$ cat src/rtl/ptpe_pkg.sv
// ----------------------------------------------------------------------------
// ptpe_pkg
// types, constants and angle step tables of the pan/tilt tracker
// ----------------------------------------------------------------------------
package ptpe_pkg;

    // frame geometry and angle format
    localparam int HALF_WIDTH      = 160;
    localparam int HALF_HEIGHT     = 120;
    localparam int ANGLE_FRAC_BITS = 6;

    // field widths
    localparam int PIX_W  = 16;
    localparam int CX_W   = 9;
    localparam int CY_W   = 8;
    localparam int DZP_W  = 8;
    localparam int DZT_W  = 7;
    localparam int PAN_W  = 15;
    localparam int TILT_W = 14;
    localparam int STAT_W = 2;
    localparam int CFG_IDX_W  = 3;
    localparam int CFG_DATA_W = PAN_W;

    // error magnitude and table sizing
    localparam int HALF_MAX     = (HALF_WIDTH > HALF_HEIGHT) ? HALF_WIDTH : HALF_HEIGHT;
    localparam int MAG_W        = $clog2(HALF_MAX + 1);
    localparam int PAN_TAB_N    = HALF_WIDTH + 1;
    localparam int TILT_TAB_N   = HALF_HEIGHT + 1;
    localparam int PAN_IDX_W    = $clog2(PAN_TAB_N);
    localparam int TILT_IDX_W   = $clog2(TILT_TAB_N);
    // largest half field of view is under 22 degrees
    localparam int STEP_MAX_DEG = 22;
    localparam int STEP_W       = $clog2((STEP_MAX_DEG << ANGLE_FRAC_BITS) + 1);

    // tan of half field of view, Q16
    localparam longint TAN_HALF_HFOV_Q16 = 26212;
    localparam longint TAN_HALF_VFOV_Q16 = 13095;
    localparam int     CORDIC_STEPS      = 16;

    localparam logic [PIX_W-1:0] STOP_CODE = '1;

    // reset values
    localparam logic [CX_W-1:0]   CENTER_X_RST = CX_W'(160);
    localparam logic [CY_W-1:0]   CENTER_Y_RST = CY_W'(120);
    localparam logic [DZP_W-1:0]  DZ_PAN_RST   = DZP_W'(5);
    localparam logic [DZT_W-1:0]  DZ_TILT_RST  = DZT_W'(5);
    localparam logic [PAN_W-1:0]  PAN_MIN_RST  = '0;
    localparam logic [PAN_W-1:0]  PAN_MAX_RST  = PAN_W'(270 << ANGLE_FRAC_BITS);
    localparam logic [TILT_W-1:0] TILT_LO_RST  = TILT_W'(10 << ANGLE_FRAC_BITS);
    localparam logic [TILT_W-1:0] TILT_HI_RST  = TILT_W'(170 << ANGLE_FRAC_BITS);
    localparam logic [PAN_W-1:0]  HELD_PAN_RST  = PAN_W'(135 << ANGLE_FRAC_BITS);
    localparam logic [TILT_W-1:0] HELD_TILT_RST = TILT_W'(85 << ANGLE_FRAC_BITS);

    // register indexes
    localparam logic [CFG_IDX_W-1:0] REG_CENTER_X  = 3'd0;
    localparam logic [CFG_IDX_W-1:0] REG_CENTER_Y  = 3'd1;
    localparam logic [CFG_IDX_W-1:0] REG_DZ_PAN    = 3'd2;
    localparam logic [CFG_IDX_W-1:0] REG_DZ_TILT   = 3'd3;
    localparam logic [CFG_IDX_W-1:0] REG_PAN_MIN   = 3'd4;
    localparam logic [CFG_IDX_W-1:0] REG_PAN_MAX   = 3'd5;
    localparam logic [CFG_IDX_W-1:0] REG_TILT_LO   = 3'd6;
    localparam logic [CFG_IDX_W-1:0] REG_TILT_HI   = 3'd7;

    // status codes
    localparam logic [STAT_W-1:0] STATUS_UPDATED = 2'd0;
    localparam logic [STAT_W-1:0] STATUS_STOP    = 2'd1;
    localparam logic [STAT_W-1:0] STATUS_DEAD    = 2'd2;

    typedef struct packed {
        logic [PIX_W-1:0] pos_x;
        logic [PIX_W-1:0] pos_y;
    } track_t;

    typedef struct packed {
        logic [PAN_W-1:0]  pan_angle;
        logic [TILT_W-1:0] tilt_angle;
        logic [STAT_W-1:0] status;
    } cmd_t;

    // pixel error: sign and saturated magnitude, zero inside the dead zone
    typedef struct packed {
        logic             neg;
        logic [MAG_W-1:0] mag;
    } err_t;

    typedef logic [STEP_W-1:0] pan_tab_t [PAN_TAB_N];
    typedef logic [STEP_W-1:0] tilt_tab_t [TILT_TAB_N];

    // atan(2^-i) in 1/65536 degree
    localparam longint ATAN_STEP [CORDIC_STEPS] = '{
        2949120, 1740967, 919879, 466945, 234379, 117304, 58666, 29335,
        14668, 7334, 3667, 1833, 917, 458, 229, 115
    };

    // vectoring cordic for atan(mag/half * tan), rounded to the angle lsb
    function automatic longint angle_mag(input longint mag, input longint half,
                                         input longint tan_q16);
        longint x;
        longint y;
        longint z;
        longint xs;
        longint ys;
        x = half * 65536;
        y = mag * tan_q16;
        z = 0;
        for (int i = 0; i < CORDIC_STEPS; i++)
        begin
            xs = x >>> i;
            ys = (y >= 0) ? (y >>> i) : -((-y) >>> i);
            if (y >= 0)
            begin
                x = x + ys;
                y = y - xs;
                z = z + ATAN_STEP[i];
            end
            else
            begin
                x = x - ys;
                y = y + xs;
                z = z - ATAN_STEP[i];
            end
        end
        if (z < 0)
        begin
            z = 0;
        end
        z = (z + (longint'(1) << (15 - ANGLE_FRAC_BITS))) >>> (16 - ANGLE_FRAC_BITS);
        return z;
    endfunction

    function automatic pan_tab_t build_pan_tab();
        pan_tab_t tab;
        for (int m = 0; m < PAN_TAB_N; m++)
        begin
            tab[m] = (m == 0) ? '0
                   : STEP_W'(angle_mag(longint'(m), HALF_WIDTH, TAN_HALF_HFOV_Q16));
        end
        return tab;
    endfunction

    function automatic tilt_tab_t build_tilt_tab();
        tilt_tab_t tab;
        for (int m = 0; m < TILT_TAB_N; m++)
        begin
            tab[m] = (m == 0) ? '0
                   : STEP_W'(angle_mag(longint'(m), HALF_HEIGHT, TAN_HALF_VFOV_Q16));
        end
        return tab;
    endfunction

    localparam pan_tab_t  PAN_STEP_TAB  = build_pan_tab();
    localparam tilt_tab_t TILT_STEP_TAB = build_tilt_tab();

endpackage

$ cat src/rtl/ptpe_err.sv
// ----------------------------------------------------------------------------
// ptpe_err
// pixel error of one axis: offset from centre, saturation and dead zone
// ----------------------------------------------------------------------------
module ptpe_err (
    input  logic [ptpe_pkg::PIX_W-1:0] pos,
    input  logic [ptpe_pkg::CX_W-1:0]  center,
    input  logic [ptpe_pkg::DZP_W-1:0] dz_lim,
    input  logic [ptpe_pkg::MAG_W-1:0] half,
    output ptpe_pkg::err_t             err
);
    import ptpe_pkg::*;

    logic             below;
    logic [PIX_W-1:0] diff;
    logic [MAG_W-1:0] mag_sat;

    assign below = pos < PIX_W'(center);
    assign diff  = below ? (PIX_W'(center) - pos) : (pos - PIX_W'(center));

    // saturate to the half frame
    assign mag_sat = (diff > PIX_W'(half)) ? half : diff[MAG_W-1:0];

    always_comb
    begin
        err.neg = below;
        err.mag = (DZP_W'(mag_sat) <= dz_lim) ? '0 : mag_sat;
    end

endmodule

$ cat src/rtl/ptpe_clamp.sv
// ----------------------------------------------------------------------------
// ptpe_clamp
// adds an angle step to or subtracts it from the held angle, then clamps to the axis limits
// ----------------------------------------------------------------------------
module ptpe_clamp (
    input  logic [ptpe_pkg::PAN_W-1:0]  held,
    input  logic [ptpe_pkg::STEP_W-1:0] step,
    input  logic                        up,
    input  logic [ptpe_pkg::PAN_W-1:0]  lo,
    input  logic [ptpe_pkg::PAN_W-1:0]  hi,
    output logic [ptpe_pkg::PAN_W-1:0]  angle
);
    import ptpe_pkg::*;

    localparam int SUM_W = PAN_W + 2;

    logic signed [SUM_W-1:0] sum;
    logic signed [SUM_W-1:0] lo_s;
    logic signed [SUM_W-1:0] hi_s;

    assign lo_s = signed'(SUM_W'(lo));
    assign hi_s = signed'(SUM_W'(hi));
    assign sum  = up ? (signed'(SUM_W'(held)) + signed'(SUM_W'(step)))
                     : (signed'(SUM_W'(held)) - signed'(SUM_W'(step)));

    // min is checked first: with crossed limits a sum below min gives min, any other gives max
    always_comb
    begin
        if (sum < lo_s)
        begin
            angle = lo;
        end
        else if (sum > hi_s)
        begin
            angle = hi;
        end
        else
        begin
            angle = sum[PAN_W-1:0];
        end
    end

endmodule

$ cat src/rtl/pan_tilt_pixel_error_tracker.sv
// ----------------------------------------------------------------------------
// pan_tilt_pixel_error_tracker
// turns target pixel positions into clamped pan and tilt servo angles
// ----------------------------------------------------------------------------
// Each transfer on the track channel carries a target pixel position and
// yields exactly one transfer on the cmd channel with the held pan and tilt
// angles (1/64 degree) and a status: updated, stop (position 65535,65535) or
// dead zone (both errors inside their dead zones). The block takes one item
// per cycle while the cmd side is ready; an item passes through the input
// register and then the result register. The rate is set by the held
// angle loop: error, step table lookup, add and clamp are all combinational
// so the next item sees the updated angle. The result register holds a
// finished result while the input register takes the next item. Register
// writes are expected only while the block is empty.
// ----------------------------------------------------------------------------
module pan_tilt_pixel_error_tracker (
    input  logic                            clk,
    input  logic                            rst_n,
    // target positions
    input  logic                            track_valid,
    output logic                            track_ready,
    input  ptpe_pkg::track_t                track,
    // servo commands
    output logic                            cmd_valid,
    input  logic                            cmd_ready,
    output ptpe_pkg::cmd_t                  cmd,
    // register writes
    input  logic                            cfg_wr_en,
    input  logic [ptpe_pkg::CFG_IDX_W-1:0]  cfg_index,
    input  logic [ptpe_pkg::CFG_DATA_W-1:0] cfg_data
);
    import ptpe_pkg::*;

    // configuration registers
    logic [CX_W-1:0]   center_x_reg;
    logic [CY_W-1:0]   center_y_reg;
    logic [DZP_W-1:0]  dz_pan_reg;
    logic [DZT_W-1:0]  dz_tilt_reg;
    logic [PAN_W-1:0]  pan_min_reg;
    logic [PAN_W-1:0]  pan_max_reg;
    logic [TILT_W-1:0] tilt_lo_reg;
    logic [TILT_W-1:0] tilt_hi_reg;

    // held servo angles
    logic [PAN_W-1:0]  held_pan_reg;
    logic [TILT_W-1:0] held_tilt_reg;
    logic [PAN_W-1:0]  held_pan_next;
    logic [TILT_W-1:0] held_tilt_next;

    // input register
    logic   in_valid_reg;
    track_t in_data_reg;

    // result register
    logic cmd_valid_reg;
    cmd_t cmd_data_reg;
    cmd_t cmd_data_next;

    logic advance;
    logic take_in;
    logic is_stop;
    logic is_dead;
    logic update;

    err_t              err_x;
    err_t              err_y;
    logic [STEP_W-1:0] step_pan;
    logic [STEP_W-1:0] step_tilt;
    logic [PAN_W-1:0]  pan_clamped;
    logic [PAN_W-1:0]  tilt_clamped;

    // ------------------------------------------------------------------------
    // handshake: result register frees when empty or taken downstream,
    // the input register moves into it whenever it frees
    // ------------------------------------------------------------------------
    assign advance     = !cmd_valid_reg || cmd_ready;
    assign track_ready = !in_valid_reg || advance;
    assign take_in     = track_valid && track_ready;

    assign cmd_valid = cmd_valid_reg;
    assign cmd       = cmd_data_reg;

    // ------------------------------------------------------------------------
    // register writes
    // ------------------------------------------------------------------------
    always_ff @(posedge clk or negedge rst_n)
    begin
        if (!rst_n)
        begin
            center_x_reg <= CENTER_X_RST;
            center_y_reg <= CENTER_Y_RST;
            dz_pan_reg   <= DZ_PAN_RST;
            dz_tilt_reg  <= DZ_TILT_RST;
            pan_min_reg  <= PAN_MIN_RST;
            pan_max_reg  <= PAN_MAX_RST;
            tilt_lo_reg  <= TILT_LO_RST;
            tilt_hi_reg  <= TILT_HI_RST;
        end
        else if (cfg_wr_en)
        begin
            unique case (cfg_index)
                REG_CENTER_X: center_x_reg <= cfg_data[CX_W-1:0];
                REG_CENTER_Y: center_y_reg <= cfg_data[CY_W-1:0];
                REG_DZ_PAN:   dz_pan_reg   <= cfg_data[DZP_W-1:0];
                REG_DZ_TILT:  dz_tilt_reg  <= cfg_data[DZT_W-1:0];
                REG_PAN_MIN:  pan_min_reg  <= cfg_data[PAN_W-1:0];
                REG_PAN_MAX:  pan_max_reg  <= cfg_data[PAN_W-1:0];
                REG_TILT_LO:  tilt_lo_reg  <= cfg_data[TILT_W-1:0];
                REG_TILT_HI:  tilt_hi_reg  <= cfg_data[TILT_W-1:0];
                default:      ;
            endcase
        end
    end

    // ------------------------------------------------------------------------
    // pixel errors, one unit per axis
    // ------------------------------------------------------------------------
    ptpe_err u_err_x (
        .pos    (in_data_reg.pos_x),
        .center (center_x_reg),
        .dz_lim (dz_pan_reg),
        .half   (MAG_W'(HALF_WIDTH)),
        .err    (err_x)
    );

    ptpe_err u_err_y (
        .pos    (in_data_reg.pos_y),
        .center (CX_W'(center_y_reg)),
        .dz_lim (DZP_W'(dz_tilt_reg)),
        .half   (MAG_W'(HALF_HEIGHT)),
        .err    (err_y)
    );

    // stop needs both coordinates at the code; one alone is a far position
    assign is_stop = (in_data_reg.pos_x == STOP_CODE) &&
                     (in_data_reg.pos_y == STOP_CODE);
    assign is_dead = (err_x.mag == '0) && (err_y.mag == '0);
    assign update  = !is_stop && !is_dead;

    // angle step magnitudes from the field-of-view tables; zero error gives zero
    assign step_pan  = PAN_STEP_TAB[err_x.mag[PAN_IDX_W-1:0]];
    assign step_tilt = TILT_STEP_TAB[err_y.mag[TILT_IDX_W-1:0]];

    // target right of or below centre turns the servo down, hence the sign flip
    ptpe_clamp u_clamp_pan (
        .held  (held_pan_reg),
        .step  (step_pan),
        .up    (err_x.neg),
        .lo    (pan_min_reg),
        .hi    (pan_max_reg),
        .angle (pan_clamped)
    );

    ptpe_clamp u_clamp_tilt (
        .held  (PAN_W'(held_tilt_reg)),
        .step  (step_tilt),
        .up    (err_y.neg),
        .lo    (PAN_W'(tilt_lo_reg)),
        .hi    (PAN_W'(tilt_hi_reg)),
        .angle (tilt_clamped)
    );

    // even a zero-step axis is clamped when the other one moves
    always_comb
    begin
        held_pan_next  = update ? pan_clamped : held_pan_reg;
        held_tilt_next = update ? tilt_clamped[TILT_W-1:0] : held_tilt_reg;

        cmd_data_next.pan_angle  = held_pan_next;
        cmd_data_next.tilt_angle = held_tilt_next;
        if (is_stop)
        begin
            cmd_data_next.status = STATUS_STOP;
        end
        else if (is_dead)
        begin
            cmd_data_next.status = STATUS_DEAD;
        end
        else
        begin
            cmd_data_next.status = STATUS_UPDATED;
        end
    end

    // ------------------------------------------------------------------------
    // control state
    // ------------------------------------------------------------------------
    always_ff @(posedge clk or negedge rst_n)
    begin
        if (!rst_n)
        begin
            in_valid_reg  <= 1'b0;
            cmd_valid_reg <= 1'b0;
            held_pan_reg  <= HELD_PAN_RST;
            held_tilt_reg <= HELD_TILT_RST;
        end
        else
        begin
            if (track_ready)
            begin
                in_valid_reg <= track_valid;
            end
            if (advance)
            begin
                cmd_valid_reg <= in_valid_reg;
                if (in_valid_reg)
                begin
                    held_pan_reg  <= held_pan_next;
                    held_tilt_reg <= held_tilt_next;
                end
            end
        end
    end

    // ------------------------------------------------------------------------
    // payload registers
    // ------------------------------------------------------------------------
    always_ff @(posedge clk)
    begin
        if (take_in)
        begin
            in_data_reg <= track;
        end
        if (advance && in_valid_reg)
        begin
            cmd_data_reg <= cmd_data_next;
        end
    end

endmodule

$ cat config.mk
export PLATFORM = sky130hd
export DESIGN_NAME = pan_tilt_pixel_error_tracker
export DESIGN_NICKNAME = d
export VERILOG_FILES = /design/src/rtl/ptpe_pkg.sv /design/src/rtl/ptpe_err.sv /design/src/rtl/ptpe_clamp.sv /design/src/rtl/pan_tilt_pixel_error_tracker.sv
export SDC_FILE = /design/constraint.sdc
export NUM_CORES = 1
export LEC_CHECK = 0
export BUFFER_PORTS_ARGS = -buffer_cell sky130_fd_sc_hd__buf_4
export CAP_MARGIN = 10
export CORE_MARGIN = 4
export CORE_UTILIZATION = 39
export CTS_CLUSTER_SIZE = 24
export DETAILED_ROUTE_END_ITERATION = 8
export PLACE_DENSITY = 0.65
export SLEW_MARGIN = 20
export SYNTH_ARGS = -nofsm -noshare
export SYNTH_HDL_FRONTEND = slang
export SYNTH_HIERARCHICAL = 1
export SYNTH_SLANG_ARGS = --single-unit
$ cat constraint.sdc
create_clock -name clk -period 14.5 [get_ports clk]
set_input_delay 0 -clock clk [delete_from_list [all_inputs] [get_ports clk]]
set_output_delay 0 -clock clk [all_outputs]
set_load 0.03 [all_outputs]
## Yosys cells after proc, flatten, opt, wreduce, memory -nomap -nowiden

Memory sizes are Yosys's and may differ from the RTL's.
Index checks and enable logic that the tools add are counted.

- Word-level logic and storage cells: 92
- Register bits after elaboration: 184
- ROM bits: 4,224
- Input bits: 55
- Memories kept: 2

Memories:

| name | depth | bits a word | rd ports | clocked after Yosys merged registers in | write ports | line | RTL |
|---|---|---|---|---|---|---|---|
| (name not given) | 256 | 11 | 1 | 0 | 0 | pan_tilt_pixel_error_tracker.sv:141 | `assign step_pan = PAN_STEP_TAB[err_x.mag[PAN_IDX_W-1:0]];` |
| (name not given) | 128 | 11 | 1 | 0 | 0 | pan_tilt_pixel_error_tracker.sv:142 | `assign step_tilt = TILT_STEP_TAB[err_y.mag[TILT_IDX_W-1:0]];` |

- $lt $le $gt $ge: 12
- $add $sub $neg: 8
- Bitwise operators: 2
- Eq/ne operators: 9
- Reductions and logical operators: 23
- Mux-type cells: 19

Operators with widths:

| cell | count |
|---|---|
| two-way mux 15 bit | 3 |
| two-way mux 11 bit | 4 |
| two-way mux 14 bit | 3 |
| two-way mux 17 bit | 2 |
| == test 16 bit (second input constant) | 2 |
| two-way mux 16 bit | 2 |
| two-way mux 8 bit | 4 |
| AND reduction 2 bit | 9 |
| > comparator 17 x 15 -> 1 bit | 1 |
| > comparator 17 x 16 -> 1 bit | 1 |
| less-than comparator 17 x 15 -> 1 bit | 1 |
| less-than comparator 17 x 16 -> 1 bit | 1 |
| adder 15 x 11 -> 16 bit | 1 |
| > comparator 16 x 7 -> 1 bit (second input constant) | 1 |
| > comparator 16 x 8 -> 1 bit (second input constant) | 1 |
| logical NOT 8 bit | 2 |
| less-than comparator 16 x 8 -> 1 bit | 1 |
| less-than comparator 16 x 9 -> 1 bit | 1 |
| subtractor 15 x 11 -> 16 bit | 1 |
| subtractor 16 x 8 -> 16 bit | 1 |
| subtractor 16 x 9 -> 16 bit | 1 |
| subtractor 8 x 16 -> 16 bit | 1 |
| subtractor 9 x 16 -> 16 bit | 1 |
| adder 14 x 11 -> 15 bit | 1 |
| 15 further kinds | 27 |

## Longest topological paths before layout

- Word-level depth: 16
- Gate-level depth with buffers: 62
- Mapped depth without buffers: 54

## Modules after synthesis

The synthesis kept the hierarchy.

Modules (own cells, without submodules):

| module | area each (µm²) | cells each | sequential area each (µm²) | instances |
|---|---|---|---|---|
| pan_tilt_pixel_error_tracker | 9,952.0 | 848 | 4,954.8 | 1 |
| ptpe_clamp | 2,307.2 | 328 | 0.0 | 2 |
| ptpe_err | 1,848.0 | 258 | 0.0 | 2 |

## Least setup slack after synthesis

OpenSTA, ideal clock, no wires.

- Path type: flip-flop to flip-flop
- From: register in_data_reg[16] (netlist name)
- To: register cmd_data_reg, in the netlist cmd[27] (data pin)
- Cell stages (with the launch flop): 52
- Setup time: 260 ps
- Period minus slack after synthesis: 11,974 ps
- Data arrival time: 11,715 ps
- Buffers on the path: 5
- Slack: 2,526 ps
- Cells stage by stage: edfxtp_1 > inv_1 > ha_1 > inv_1 > fa_1 > a211oi_1 > o211ai_1 > a31oi_1 > clkbuf_1 > mux2i_1 > xnor2_1 > ha_1 > a21oi_1 > o21a_1 > o311ai_0 > a2111oi_2 > nand3_1 > nor3_4 > (+16 left out) > inv_1 > ha_1 > o21ai_0 > a21oi_1 > o21ai_1 > a211oi_1 > nor3_1 > or3_1 > and2_1 > ha_1 > or3_1 > a2111oi_0 > a2bb2oi_2 > a21oi_4 > buf_8 > o221ai_1 > o21ai_1 > mux2_2

RTL lines:

| what | line | RTL |
|---|---|---|
| start, declared | pan_tilt_pixel_error_tracker.sv:52 | `track_t in_data_reg;` |
| start signal, assigned | pan_tilt_pixel_error_tracker.sv:222 | `in_data_reg <= track;` |
| end signal, assigned | pan_tilt_pixel_error_tracker.sv:226 | `cmd_data_reg <= cmd_data_next;` |
| end, declared | pan_tilt_pixel_error_tracker.sv:56 | `cmd_t cmd_data_reg;` |

==> summary.txt <==
Outcome
  • Status: complete, no violations

Clock tree
  • Clock Pin Slew Worst Setup and Hold Paths: 0.08 ns
  • Number of CTS-inserted buffers: 17
  • CTS tree: done
  • Clk buf depth: 2
  • Worst-skew pair later-pin latency: 0.45 ns
  • Clock root cell: clkbuf_16
  • CTS Sinks: 184
  • H-tree depth: 4

Worst setup path
  • Max Fanout on Critical Path: 16
  • Crit-path max cell delay: 0.64 ns
  • Critical Path AT: 13.60 ns
  • CP Launch Type: register
  • Critical path's slowest cell: o311ai_0
  • Crit path required time: 14.71 ns
  • WP buf/inv: 7
  • Most frequent CP cell: ha_1
  • Setup crit end kind: register
  • CP top delay family: compound AO/OA/AOI/OAI gates
  • WS Path Type: reg2reg

Floorplan
  • Num ports: 88
  • DIE HEIGHT: 224 um
  • Total core area: 45800 um^2
  • FP Rows: 78
  • Starting Density: 39.9%
  • Die ar.: 50300 um^2
  • DIE WIDTH: 224 um

STA
  • Worst slew pin tran: 1.02 ns
  • RSZ-0062 raised after global routing: no
  • Max_slew headroom: 30.2%
  • Final setup viols: 0
  • Fmax achieved: 74.7 MHz
  • Final period util: 92.3%
  • Min Tclk post-route: 13.39 ns
  • Final Hold Viols: 0
  • Sum Neg Setup Slack: 0 ns
  • Final Skew: 0.0118 ns
  • Fin. max-slew vios: 0

Placement
  • Hpwl dp: 37100 um
  • Placer Congestion: 0.924
  • DP Area: 19600 um^2
  • Number of buffers added on ports: 87

Layout
  • Final Instance Area: 20700 um^2
  • Layout cells sized above 1: 18.7%
  • Final nets: 2407
  • Max FFs per register: 32
  • Diode count: 0
  • Layout area overhead: 13.6%

GRT
  • Vias in the first global route: 15.3k
  • GRT Util Overall: 19.3%
  • Largest net degree at the start of global routing: 82
  • Initial antenna violation count: 0
  • First-pass GRT wire length: 80900 um
  • Global route total overflow: 0

Flow run
  • Max_cap viols: 0

Route
  • Uppermost layer routed: met4
  • Wirelength per Cell: 18.1 um
  • Vias per cell: 5.79
  • Residual DRC count: 0
  • Vias post-DR: 16.0k
  • DRT iter0 DRCs: 1818
  • Routed WL: 50000 um
  • DR WL met2: 23300 um
  • DRT Pass-1 Iters: 6
  • Post-DRT Antenna Nets: 0
  • Met1 wire length: 23000 um
  • Met3 routed WL: 3080 um

Power and ir drop
  • Net Sw Frac: 48.8%
  • Comb pwr share: 70.2%
  • Reg power frac: 19.5%
  • Internal power: 2.33 mW
  • Net Switching: 2.23 mW
  • Clock share of power: 10.3%
  • Worst vdd ir: 0.000137 V
  • PD cells: 220 nW/um^2
  • Leak pwr: 8.84 nW

Synthesis
  • Post-Synthesis Cell Area: 18200 um^2
  • Mean post-synth cell area: 9.04 um^2
  • Yosys synthesis warning count: 6
  • Cells after Synth: 2018

Worst hold path
  • Hold Crit Class: in2async
[stage by stage]
stage                     cells  util [%]  total power, mW  worst slack, ns  hold WS (ns)
final                      2765      45.3             4.56             1.11        0.0675
after detailed placement   2680      42.8             4.00            0.656        0.0197
after global routing       2765      45.3             4.95            0.132        0.0998
after floorplan            2075         -             3.27             2.53        -0.296
after global placement     2680      42.8             3.94            0.754       0.00889
after CTS                  2763      45.2             4.51            0.572        0.0745
[layout make-up]
class	count	area (um^2)
flip-flops and latches	184	4950
multi-input cells	1588	12300
repair buffers	165	1370
clock inverters	14	156
well taps	600	751
inverters	196	736
clock buffers	18	429
fillers	4293	25000
[power by group through the flow]
stage | combinational, mW | sequential, mW | clock [mW]
2_1_floorplan | 2.33 | 0.940 | 0
3_3_place_gp | 3.04 | 0.901 | 0
3_5_place_dp | 3.10 | 0.905 | 0
4_1_cts | 3.14 | 0.896 | 0.476
5_1_grt | 3.54 | 0.913 | 0.497
6_report | 3.20 | 0.891 | 0.467
[metal layers]
metal | GRT usage (%) | vias up
met2 | 31.7 | 581
li1 | - | 7639
met5 | 0 | -
met1 | 27.5 | 7732
met4 | 3.10 | 0
met3 | 3.09 | 54
[repair_timing]
| action | 4_1_cts | 5_1_grt |
|---|---|---|
| hold endpoints to repair | 164 | 0 |
| setup buffers | 0 | 1 |
| resized for setup | 0 | 2 |
| hold buffers | 51 | 0 |
| endpoints found under the setup margin | 0 | 28 |
[worst paths after layout]
check,end,start,cells past startpoint,slack [ns]
worst max-delay path,cmd[12],in_data_reg[0],53,1.11
worst min-delay path,held_tilt_reg[9],rst_n,2,0.07
worst max register to register,cmd[12],in_data_reg[0],53,1.11
worst min register to register,cmd_valid,in_valid_reg,1,0.49
max in group asynchronous,center_x_reg[6],rst_n,3,13.27
min in group clk,dz_pan_reg[1],cfg_index[0],3,0.11
[placed cells by master, fill, tap and decap left out, types with 11 or more instances in the layout]
master and instances:
o311ai_0 11, edfxtp_1 63, buf_4 113, conb_1 59, nor2b_1 37, dlygate4sd3_1 51, a21oi_1 139, or3_1 13
xor2_1 15, nand2_1 128, clkbuf_16 17, and2_1 12, nand4_1 31, nor2_1 98, o21bai_1 14, o22ai_1 12
nand2b_1 33, mux2_4 12, a31oi_1 26, o211ai_1 23, mux2i_1 50, o221ai_1 16, nand3_1 34, o21ai_0 90
inv_1 191, o31ai_1 14, mux2_2 160, nor3_1 42, o21ai_1 11, a21o_1 19, o21a_1 27, dfrtp_1 93
ha_1 192, dfstp_2 28, xnor2_1 31, a211oi_1 27
Note: power is estimated with default switching activity, not from simulation.
